## config.mk

```make
export PLATFORM = sky130hd
export DESIGN_NAME = dlf_ratio
export DESIGN_NICKNAME = d
export VERILOG_FILES = /design/src/hw/rtl/dlf_pkg.sv /design/src/hw/rtl/dlf_ratio.sv
export SDC_FILE = /design/constraint.sdc
export NUM_CORES = 1
export LEC_CHECK = 0
export ABC_CLOCK_PERIOD_IN_PS = 3000
export BUFFER_PORTS_ARGS = -buffer_cell sky130_fd_sc_hd__buf_2
export CORE_ASPECT_RATIO = 1.2
export CORE_MARGIN = 4
export CORE_UTILIZATION = 57
export CTS_CLUSTER_SIZE = 24
export DETAILED_ROUTE_END_ITERATION = 10
export GPL_TIMING_DRIVEN = 1
export PLACE_DENSITY = 0.76
export SLEW_MARGIN = 20
export SYNTH_ARGS = -nofsm -noshare
export SYNTH_HDL_FRONTEND = slang
export SYNTH_SLANG_ARGS = --single-unit
export TNS_END_PERCENT = 10
```

## constraint.sdc

```tcl
create_clock -name i_clk -period 3 [get_ports i_clk]
set_input_delay 0.3 -clock i_clk [delete_from_list [all_inputs] [get_ports i_clk]]
set_output_delay 0.3 -clock i_clk [all_outputs]
set_load 0.02 [all_outputs]
```

## src/hw/rtl/dlf_pkg.sv

```systemverilog
// ----------------------------------------------------------------------------
// dlf_pkg: shared types and constants for the day length factor core
// Item structs, fixed-point widths, CORDIC arc table, pipeline depths and
// the per-month declination tangent table built at elaboration.
// ----------------------------------------------------------------------------
package dlf_pkg;

    localparam int MONTHS  = 12;
    localparam int MONTH_W = 4;
    localparam int LAT_W   = 16;
    localparam int DECL_W  = 14;
    localparam int HOUR_W  = 13;
    localparam int FAC_W   = 16;
    localparam int ANG_W   = 24;   // angle in 1/65536 degree, within +-90 degrees
    localparam int TAN_W   = 26;   // tangent in Q16, saturates at +-2^24

    localparam int ITER       = 18;  // CORDIC steps
    localparam int TQ_BITS    = 24;  // tangent quotient bits
    localparam int SQRT_STEPS = 17;  // integer square root digits
    localparam int RATIO_BITS = 16;  // factor quotient bits

    localparam int TAN_LAT   = ITER + TQ_BITS + 2;
    localparam int DH_LAT    = 3 + SQRT_STEPS + 1 + ITER + 4;
    localparam int RATIO_LAT = RATIO_BITS + 2;
    localparam int PIPE_LAT  = 1 + TAN_LAT + DH_LAT + RATIO_LAT;

    localparam int CORDIC_GAIN = 652032874;
    localparam int DEG90       = 5898240;
    localparam int DEG180      = 11796480;

    localparam logic [DECL_W-1:0]       MAX_DECL_RESET = 14'd6001;
    localparam logic [DECL_W-1:0]       MAX_DECL_LIMIT = 14'd11520;
    localparam logic signed [LAT_W-1:0] LAT_LIMIT      = 16'sd23040;
    localparam logic signed [TAN_W-1:0] TAN_SAT        = 26'sd16777216;
    localparam logic [HOUR_W-1:0]       FULL_DAY       = 13'd6144;
    localparam logic [FAC_W-1:0]        FACTOR_FLOOR   = 16'd328;
    localparam logic [FAC_W-1:0]        FACTOR_ONE     = 16'd32768;

    localparam int ATAN_STEPS [ITER] = '{
        2949120, 1740967, 919879, 466945, 234379, 117304, 58666, 29335, 14668,
        7334, 3667, 1833, 917, 458, 229, 115, 57, 29
    };

    typedef struct packed {
        logic signed [LAT_W-1:0] latitude;
        logic [MONTH_W-1:0]      month_index;
    } t_in_item;

    typedef struct packed {
        logic [FAC_W-1:0]  factor;
        logic [HOUR_W-1:0] daylight;
        logic [HOUR_W-1:0] max_day_length;
    } t_out_item;

    typedef struct packed {
        longint c;
        longint s;
    } t_sincos;

    typedef logic [MONTHS-1:0][TAN_W-1:0] t_tan_table;

    // Rotation CORDIC in Q30 on an angle in (-180, 180] degrees.
    function automatic t_sincos sincos_q30(input longint ang);
        longint  x;
        longint  y;
        longint  z;
        longint  dx;
        longint  dy;
        bit      flip;
        int      i;
        t_sincos res;
        x    = CORDIC_GAIN;
        y    = 0;
        z    = ang;
        flip = 1'b0;
        if (z > DEG90) begin
            z    = z - DEG180;
            flip = 1'b1;
        end else if (z < -DEG90) begin
            z    = z + DEG180;
            flip = 1'b1;
        end
        for (i = 0; i < ITER; i++) begin
            dx = y >>> i;
            dy = x >>> i;
            if (z >= 0) begin
                x = x - dx;
                y = y + dy;
                z = z - ATAN_STEPS[i];
            end else begin
                x = x + dx;
                y = y - dy;
                z = z + ATAN_STEPS[i];
            end
        end
        res.c = flip ? -x : x;
        res.s = flip ? -y : y;
        return res;
    endfunction

    // Tangent of the mid-month declination, Q16, truncated toward zero.
    function automatic longint month_tan(input int m);
        longint  ang;
        longint  c;
        longint  s;
        longint  c2;
        longint  s2;
        longint  sum;
        longint  decl;
        longint  mag;
        longint  rem;
        longint  dd;
        longint  q;
        t_sincos sc;
        int      k;
        ang = ((longint'(m) * 30 + 15) * 23592960 + 182) / 365;
        if (ang > DEG180) begin
            ang = ang - 2 * longint'(DEG180);
        end
        sc   = sincos_q30(ang);
        c    = sc.c;
        s    = sc.s;
        c2   = (c * c - s * s) >>> 30;
        s2   = (2 * s * c) >>> 30;
        sum  = -longint'(1501646) * c + longint'(263811) * s
             - longint'(25376) * c2 + longint'(3408) * s2;
        decl = 25977 + ((sum + (longint'(1) << 29)) >>> 30);
        sc   = sincos_q30(decl);
        c    = sc.c;
        s    = sc.s;
        mag  = (s < 0) ? -s : s;
        if (c <= 0 || mag * 65536 >= longint'(16777216) * c) begin
            if (s > 0) return longint'(16777216);
            if (s < 0) return -longint'(16777216);
            return 0;
        end
        rem = mag * 65536;
        q   = 0;
        for (k = TQ_BITS - 1; k >= 0; k--) begin
            dd = c <<< k;
            if (rem >= dd) begin
                rem = rem - dd;
                q   = q | (longint'(1) << k);
            end
        end
        return (s < 0) ? -q : q;
    endfunction

    function automatic t_tan_table build_month_tan();
        t_tan_table tbl;
        longint     t;
        int         m;
        for (m = 0; m < MONTHS; m++) begin
            t      = month_tan(m);
            tbl[m] = t[TAN_W-1:0];
        end
        return tbl;
    endfunction

    localparam t_tan_table MONTH_TAN = build_month_tan();

endpackage

```

## src/hw/rtl/dlf_ratio.sv

```systemverilog
// ----------------------------------------------------------------------------
// dlf_ratio: day length factor
// Rounded Q1.15 quotient of the two day lengths, one bit per stage, with
// the floor and full-scale special cases applied at the end.
// ----------------------------------------------------------------------------
module dlf_ratio (
    input  logic                        i_clk,
    input  logic                        i_en,
    input  logic [dlf_pkg::HOUR_W-1:0]  i_dyl,
    input  logic [dlf_pkg::HOUR_W-1:0]  i_dmax,
    output dlf_pkg::t_out_item          o_item
);
    localparam int HW = dlf_pkg::HOUR_W;
    localparam int QB = dlf_pkg::RATIO_BITS;
    localparam int RW = HW + 16;

    logic [RW-1:0] r_rem  [QB+1];
    logic [HW-1:0] r_dyl  [QB+1];
    logic [HW-1:0] r_dmax [QB+1];
    logic [QB-1:0] r_q    [QB+1];
    logic          r_zero [QB+1];
    logic          r_gt   [QB+1];

    always_ff @(posedge i_clk) begin
        if (i_en) begin
            r_rem[0]  <= (RW'(i_dyl) << 15) + RW'(i_dmax >> 1);
            r_dyl[0]  <= i_dyl;
            r_dmax[0] <= i_dmax;
            r_q[0]    <= '0;
            r_zero[0] <= (i_dyl == '0) || (i_dmax == '0);
            r_gt[0]   <= i_dyl > i_dmax;
        end
    end

    for (genvar j = 0; j < QB; j++) begin : g_div
        localparam int K = QB - 1 - j;
        logic [RW-1:0] shifted;
        logic          take;
        assign shifted = RW'(r_dmax[j]) << K;
        assign take    = r_rem[j] >= shifted;
        always_ff @(posedge i_clk) begin
            if (i_en) begin
                r_rem[j+1]  <= take ? r_rem[j] - shifted : r_rem[j];
                r_q[j+1]    <= r_q[j] | (take ? (QB'(1) << K) : QB'(0));
                r_dyl[j+1]  <= r_dyl[j];
                r_dmax[j+1] <= r_dmax[j];
                r_zero[j+1] <= r_zero[j];
                r_gt[j+1]   <= r_gt[j];
            end
        end
    end

    always_ff @(posedge i_clk) begin
        if (i_en) begin
            if (r_zero[QB]) begin
                o_item.factor <= dlf_pkg::FACTOR_FLOOR;
            end else if (r_gt[QB]) begin
                o_item.factor <= dlf_pkg::FACTOR_ONE;
            end else begin
                o_item.factor <= r_q[QB];
            end
            o_item.daylight       <= r_dyl[QB];
            o_item.max_day_length <= r_dmax[QB];
        end
    end

endmodule

```

==> flow_metrics.env, run 1 <==
export IMPL_outcome="finished with violations"
export IMPL_violations="negative setup slack"
export IMPL_antenna_found_initial=0
export IMPL_dieArea_mm2=0.0818
export IMPL_grt_pass1_wl_mm=138
export IMPL_path_clk_slew_ns=0.06
export IMPL_track_usage_pct=21.3
export IMPL_cts_htree_levels=3
export IMPL_power_frac_seq_pct=44.8
export IMPL_p_switching_mw=12.6
export IMPL_p_total_mw=42.8
export IMPL_ys_flop_type="edfxtp_1"
export IMPL_die_h_um=312
export IMPL_wirelength_mm=88.0
export IMPL_instances_no_fill=4709
export IMPL_overflow=0
export IMPL_p_comb_share_pct=26.6
export IMPL_end_kind="register"
export IMPL_crit_arrival_ns=3.58
export IMPL_io_buffers=69
export IMPL_synth_top_area_share_pct=66.1
export IMPL_fillers=5214
export IMPL_synth_distinct_cells=79
export IMPL_syn_area_per_cell_um2=13.7
export IMPL_hold_viol=0
export IMPL_area_growth_pct=17.3
export IMPL_finish_utilization_pct=67.5
export IMPL_die_w_um=262
export IMPL_required_ns=3.40
export IMPL_crit_chain="ha_4, nor4b_2, and4_1, nand4_1, o41ai_4, a221oi_2, or2_4, or4_4, xnor2_1"
export IMPL_cp_slowest_cell="o41ai_4"
export IMPL_ys_async_sr_fraction_pct=0
export IMPL_clk_latency_ns=0.67
export IMPL_cts_made_buffers=94
export IMPL_fmax_ghz=0.314
export IMPL_setup_viol=36
export IMPL_grt_pass1_vias=27200
export IMPL_slew_limit_headroom_pct=56.6
export IMPL_hold_class="primary input to register"
export IMPL_clock_sinks=969
export IMPL_clock_skew_ns=0.0239
export IMPL_cp_start_kind="register"
export IMPL_leakage_nw=19.7
export IMPL_fin_setup_tns_ns=-2.10
export IMPL_coreArea_mm2=0.0765
export IMPL_place_hpwl_mm=59.5
export IMPL_vias=26600
export IMPL_num_antenna_cells=0
export IMPL_cts_tree="yes"
export IMPL_firstDrtPassIters=5
export IMPL_initial_core_util_pct=57.5
export IMPL_clockBufferDepth=3
export IMPL_synth_nets=3485
export IMPL_dp_cells=4482
export IMPL_yosysWarnings=0
export IMPL_worst_slack_ns=-0.181
export IMPL_path_delay_family="simple AND/OR/NAND/NOR gates"
export IMPL_tightest_slew_ns=0.652
export IMPL_synthCells=3221
export IMPL_path_class="register to register"
export IMPL_ys_top_cells_by_area="edfxtp_1 (66%), ha_1 (6.3%), xor2_1 (2.7%)"
export IMPL_report_final_slew_viol_count=0
export IMPL_io_pins=70
export IMPL_root_buffer="clkbuf_16"
export IMPL_slowest_delay_ns=0.48
export IMPL_ys_seq_area_share_pct=66.1
export IMPL_syn_area_mm2=0.0440
export IMPL_nets=3878
export IMPL_grt_max_degree=122
export IMPL_routedWlPerCell_um=18.7
export IMPL_switching_share_pct=29.4
export IMPL_gp_congestion=0.911
export IMPL_peakVddDrop_v=0.000587
export IMPL_power_density_mw_per_mm2=829
export IMPL_maxCapViolCount=0
export IMPL_drc=0
export IMPL_critPathBufInv=0
export IMPL_synth_edf_count=969
export IMPL_drive_above_1_share_pct=17.6
export IMPL_dr_first_iter_drc_count=1779
export IMPL_antenna_left=0
export IMPL_synth_most_common_cell="edfxtp_1"
export IMPL_ys_ff_latch=969
export IMPL_fp_row_count=111
export IMPL_period_share_pct=106
export IMPL_synth_commonest_cells="edfxtp_1 (969), inv_1 (266), ha_1 (221), nand2_1 (192), nor2_1 (178)"
export IMPL_finalCriticalPeriod_ns=3.18
export IMPL_path_max_fanout=4
export IMPL_yosysTopAreaCell="edfxtp_1"
export IMPL_via_per_inst=5.65
export IMPL_rsz0062_at_grt="true"
export IMPL_intPower_mw=30.2
export IMPL_clockPowerShare_pct=28.7
-- cell type report --
cell class                      count  area [um2]  share of cell area (%)
Clock inverter                     67         802                    1.55
Tap cell                         1017        1270                    2.46
Multi-Input combinational cell   1947       14400                    27.9
Timing Repair Buffer              334        2620                    5.07
Inverter                          268        1010                    1.95
Sequential cell                   969       29100                    56.4
Clock buffer                      107        2420                    4.69
-- flip-flops by register name, summed over array words and instances (netlist names) --
name / cells
r_q: 136
r_dyl: 220
r_zero: 17
r_rem: 321
o_item: 42
r_dmax: 216
r_gt: 17
-- placed cells by master, fill, tap and decap left out, types with 41 or more instances in the layout --
master and instances:
edfxtp_1 969, inv_1 260, buf_4 218, ha_1 212, nand2_1 192, nor2_1 174, o21ai_0 162, a21oi_1 148
xor2_1 134, xnor2_1 108, clkbuf_16 95, buf_2 69, a21o_1 67, nor3_1 62, mux2_2 53, nand3_1 52
nor4_1 41, o21a_1 41
-- path summary, 6_finish.rpt --
check,cells past startpoint,slack (ns),start,to
worst max-delay path,9,-0.18,r_rem[0][297],r_rem[0][342]
worst min-delay path,1,0.07,i_en,r_q[10][10]
worst max register to register,9,-0.18,r_rem[0][297],r_rem[0][342]
worst min register to register,0,0.41,r_dyl[7][9],r_dyl[8][9]
-- through the flow --
stage | hold slack (ns) | setup slack (ns) | cell area [um2]
2_1_floorplan | 0.399 | -0.185 | 44000
3_3_place_gp | 0.400 | -0.354 | 47300
3_5_place_dp | 0.405 | -0.355 | 47300
4_1_cts | 0.0465 | -0.153 | 51000
5_1_grt | 0.0644 | -0.231 | 51600
6_report | 0.0734 | -0.181 | 51600
-- power by group through the flow --
stage          clock (mW)  sequential [mW]  combinational (mW)
3_3_place_gp            0             19.3                10.4
4_1_cts              12.5             19.1                10.9
6_report             12.3             19.2                11.4
2_1_floorplan           0             18.9                7.57
5_1_grt              13.1             19.3                12.6
3_5_place_dp            0             19.3                10.6
-- cell families (layout without fill, tap and decap cells) --
kind of cell    Yosys count  after routing  synth area share [%]
buf+inv                 305            776                  2.62
fa+ha+maj               236            236                  6.96
mux                      63             63                  1.61
simple gates            800            800                  9.27
flops                   969            969                  66.1
xor+xnor                243            243                  4.83
compound gates          605            605                  8.60
-- repair_timing --
item / in CTS / in global routing
pin swaps: 9 / 33
setup buffers: 13 / 17
hold buffers: 26 / 0
gates cloned: 0 / 1
hold endpoints to repair: 26 / 0
resized for setup: 31 / 115
setup endpoints to repair: 90 / 204
-- layer usage --
| metal | GRT usage, % | part of all wire, % | vias to the layer above |
|---|---|---|---|
| li1 | - | - | 12800 |
| met1 | 22.7 | 36 | 12800 |
| met2 | 39.6 | 54 | 713 |
| met3 | 3.06 | 4.1 | 292 |
| met4 | 12.3 | 5.9 | 0 |
| met5 | 0 | 0 | - |
No activity file was read; power rests on OpenSTA's default activity.
==> run 2, diff against run 1 <==
--- a/config.mk
+++ b/config.mk
@@ -8,7 +8,7 @@
 export ABC_CLOCK_PERIOD_IN_PS = 3000
 export BUFFER_PORTS_ARGS = -buffer_cell sky130_fd_sc_hd__buf_2
 export CORE_ASPECT_RATIO = 1.2
-export CORE_MARGIN = 4
+export CORE_MARGIN = 10
 export CORE_UTILIZATION = 57
 export CTS_CLUSTER_SIZE = 24
 export DETAILED_ROUTE_END_ITERATION = 10
==> run 2 against run 1 <==
Compared with the run above:
- the flow still finishes with violations (negative setup slack)
- sequential share of layout area shrank 0.32 points
- worst hold slack lost 0.0014 ns
- cell area grew 0.57%
- clock skew grew 0.0088 ns
- maximum frequency shrank 0.22%
- setup slack lost 0.0070 ns
- routed wire length grew 1.7%
- critical path depth shrank 1
- clock-buffer cell count grew 1
- flip-flop and latch count is the same
- largest cell class unchanged
- highest routed layer unchanged
==> flow_metrics.env, run 2 (synthesis results as in run 1) <==
export IMPL_violations="negative setup slack"
export IMPL_hold_viol=0
export IMPL_setup_viol=33
export IMPL_path_clk_slew_ns=0.06
export IMPL_power_density_mw_per_mm2=818
export IMPL_hold_path_depth=1
export IMPL_nets=3924
export IMPL_finish_utilization_pct=67.8
export IMPL_grt_max_degree=111
export IMPL_drive_above_1_share_pct=18.6
export IMPL_crit_arrival_ns=3.57
export IMPL_busiest_layer="met2"
export IMPL_clk_latency_ns=0.66
export IMPL_place_hpwl_mm=64.2
export IMPL_dieArea_mm2=0.0888
export IMPL_cts_made_buffers=93
export IMPL_outcome="finished with violations"
export IMPL_gp_congestion=0.946
export IMPL_hold_start="i_en"
export IMPL_period_share_pct=106
export IMPL_r2r_end="r_rem[0][422]"
export IMPL_mostFrequentLayoutCells="edfxtp_1 (969), inv_1 (261), buf_4 (254)"
export IMPL_p_total_mw=42.4
export IMPL_pre_cts_slack_ns=-0.239
export IMPL_worst_slack_ns=-0.189
export IMPL_clockBufferDepth=3
export IMPL_initial_core_util_pct=57.5
export IMPL_reg_top3="r_rem (321), r_dyl (220), r_dmax (216)"
export IMPL_reg2reg_setup_slack_ns=-0.19
export IMPL_rsz0062_at_grt="true"
export IMPL_area_growth_pct=17.9
export IMPL_via_per_inst=5.58
export IMPL_hold_end="r_q[8][11]"
export IMPL_cp_start_kind="register"
export IMPL_fmax_ghz=0.314
export IMPL_peakVddDrop_v=0.000654
export IMPL_path_depth=8
export IMPL_antenna_left=0
export IMPL_firstDrtPassIters=5
export IMPL_cp_slowest_cell="or4_4"
export IMPL_root_buffer="clkbuf_16"
export IMPL_instances_no_fill=4752
export IMPL_antenna_found_initial=0
export IMPL_hold_class="primary input to register"
export IMPL_overflow=0
export IMPL_crit_chain="or4_4, or3_4, or3_4, or4_4, a311o_4, o2bb2ai_4, nor2_1, xor2_1"
export IMPL_r2r_start="r_rem[0][395]"
export IMPL_routedWlPerCell_um=18.8
export IMPL_coreArea_mm2=0.0765
export IMPL_track_usage_pct=19.9
export IMPL_die_w_um=274
export IMPL_maxCapViolCount=0
export IMPL_tightest_slew_ns=0.615
export IMPL_final_common_cell="edfxtp_1"
export IMPL_clock_sinks=969
export IMPL_report_final_slew_viol_count=0
export IMPL_finalCriticalPeriod_ns=3.19
export IMPL_die_h_um=324
export IMPL_slew_limit_headroom_pct=58.0
export IMPL_wirelength_mm=89.5
export IMPL_fin_setup_tns_ns=-2.57
export IMPL_dr_first_iter_drc_count=1545
export IMPL_slowest_delay_ns=0.55
export IMPL_required_ns=3.38
export IMPL_use_met2_pct=38.4
export IMPL_vias=26500
export IMPL_end_kind="register"
export IMPL_path_class="register to register"
export IMPL_io_buffers=69
export IMPL_use_met1_pct=19.9
export IMPL_cts_htree_levels=3
export IMPL_clock_skew_ns=0.0328
export IMPL_dp_cells=4542
export IMPL_path_max_fanout=6
export IMPL_regMostFlops="r_rem"
export IMPL_reg2regPathDepth=8
export IMPL_io_pins=70
export IMPL_cts_tree="yes"
export IMPL_fp_row_count=111
export IMPL_largest_reg_flops=321
export IMPL_leakage_nw=19.9
export IMPL_gr_usage_met3_pct=3.02
export IMPL_grt_pass1_vias=27200
export IMPL_critPathBufInv=0
export IMPL_grt_pass1_wl_mm=140
export IMPL_drc=0
export IMPL_path_delay_family="simple AND/OR/NAND/NOR gates"
export IMPL_num_antenna_cells=0
run 2: changes by cell type in the layout (fill, tap and decap cells not counted), moves of 3 or more:
cell | previous run | this run
clkinv_4 | 3 | 0
nor4_4 | 4 | 1
nor4_1 | 41 | 44
buf_12 | 15 | 23
mux2_4 | 6 | 1
bufinv_16 | 16 | 12
buf_6 | 4 | 8
buf_4 | 218 | 254
o41ai_2 | 1 | 4
mux2_2 | 53 | 58
run 2: power breakdown:
| group | total [mW] | switching [mW] | internal (mW) |
|---|---|---|---|
| combinational | 11.6 | 6.20 | 5.35 |
| clock | 11.7 | 4.90 | 6.83 |
| sequential | 19.2 | 1.41 | 17.8 |
| total | 42.4 | 12.5 | 29.9 |
run 2: worst max path at each step:
stage | startpoint | endpoint | slack [ns]
after floorplan | r_rem[0][395] | r_rem[0][416] | -0.19
final | r_rem[0][395] | r_rem[0][422] | -0.19
after global routing | r_rem[0][297] | r_rem[0][342] | -0.26
after detailed placement | r_rem[0][395] | r_rem[0][432] | -0.24
after CTS | r_rem[0][395] | r_rem[0][416] | -0.16
after global placement | r_rem[0][395] | r_rem[0][432] | -0.20
run 2: through the flow:
stage,hold WS (ns),instance area [um2]
after floorplan,0.399,44000
after global placement,0.400,47800
after detailed placement,0.405,47800
after CTS,0.0591,51300
after global routing,0.0756,51900
final,0.0720,51900
run 2: area by class of cell:
cell class / instances / area, um2
Fill cell: 5243 / 24600
Timing Repair Buffer: 381 / 3090
Inverter: 268 / 1010
Clock buffer: 108 / 2430
Multi-Input combinational cell: 1947 / 14400
Sequential cell: 969 / 29100
Clock inverter: 62 / 644
Tap cell: 1017 / 1270
run 2: worst reg2reg max path: stages, from the launching register on:
cell and delay (ns):
edfxtp_1 0.39, or4_4 0.55, or3_4 0.35, or3_4 0.34
or4_4 0.43, a311o_4 0.39, o2bb2ai_4 0.23, nor2_1 0.09
xor2_1 0.17
run 2: what timing repair did:
item	in CTS	in global routing
gates resized for setup	31	116
hold buffers	26	0
setup buffers	0	13
pin swaps	4	26
endpoints found under the hold margin	26	0
setup endpoints to repair	96	200
cloned	0	1
run 2: metal layers:
layer  up-vias  wire (um)
met2       647      49700
li1      12900          -
met1     12700      31400
met5         -          0
met3       239       3580
met4         0       4880
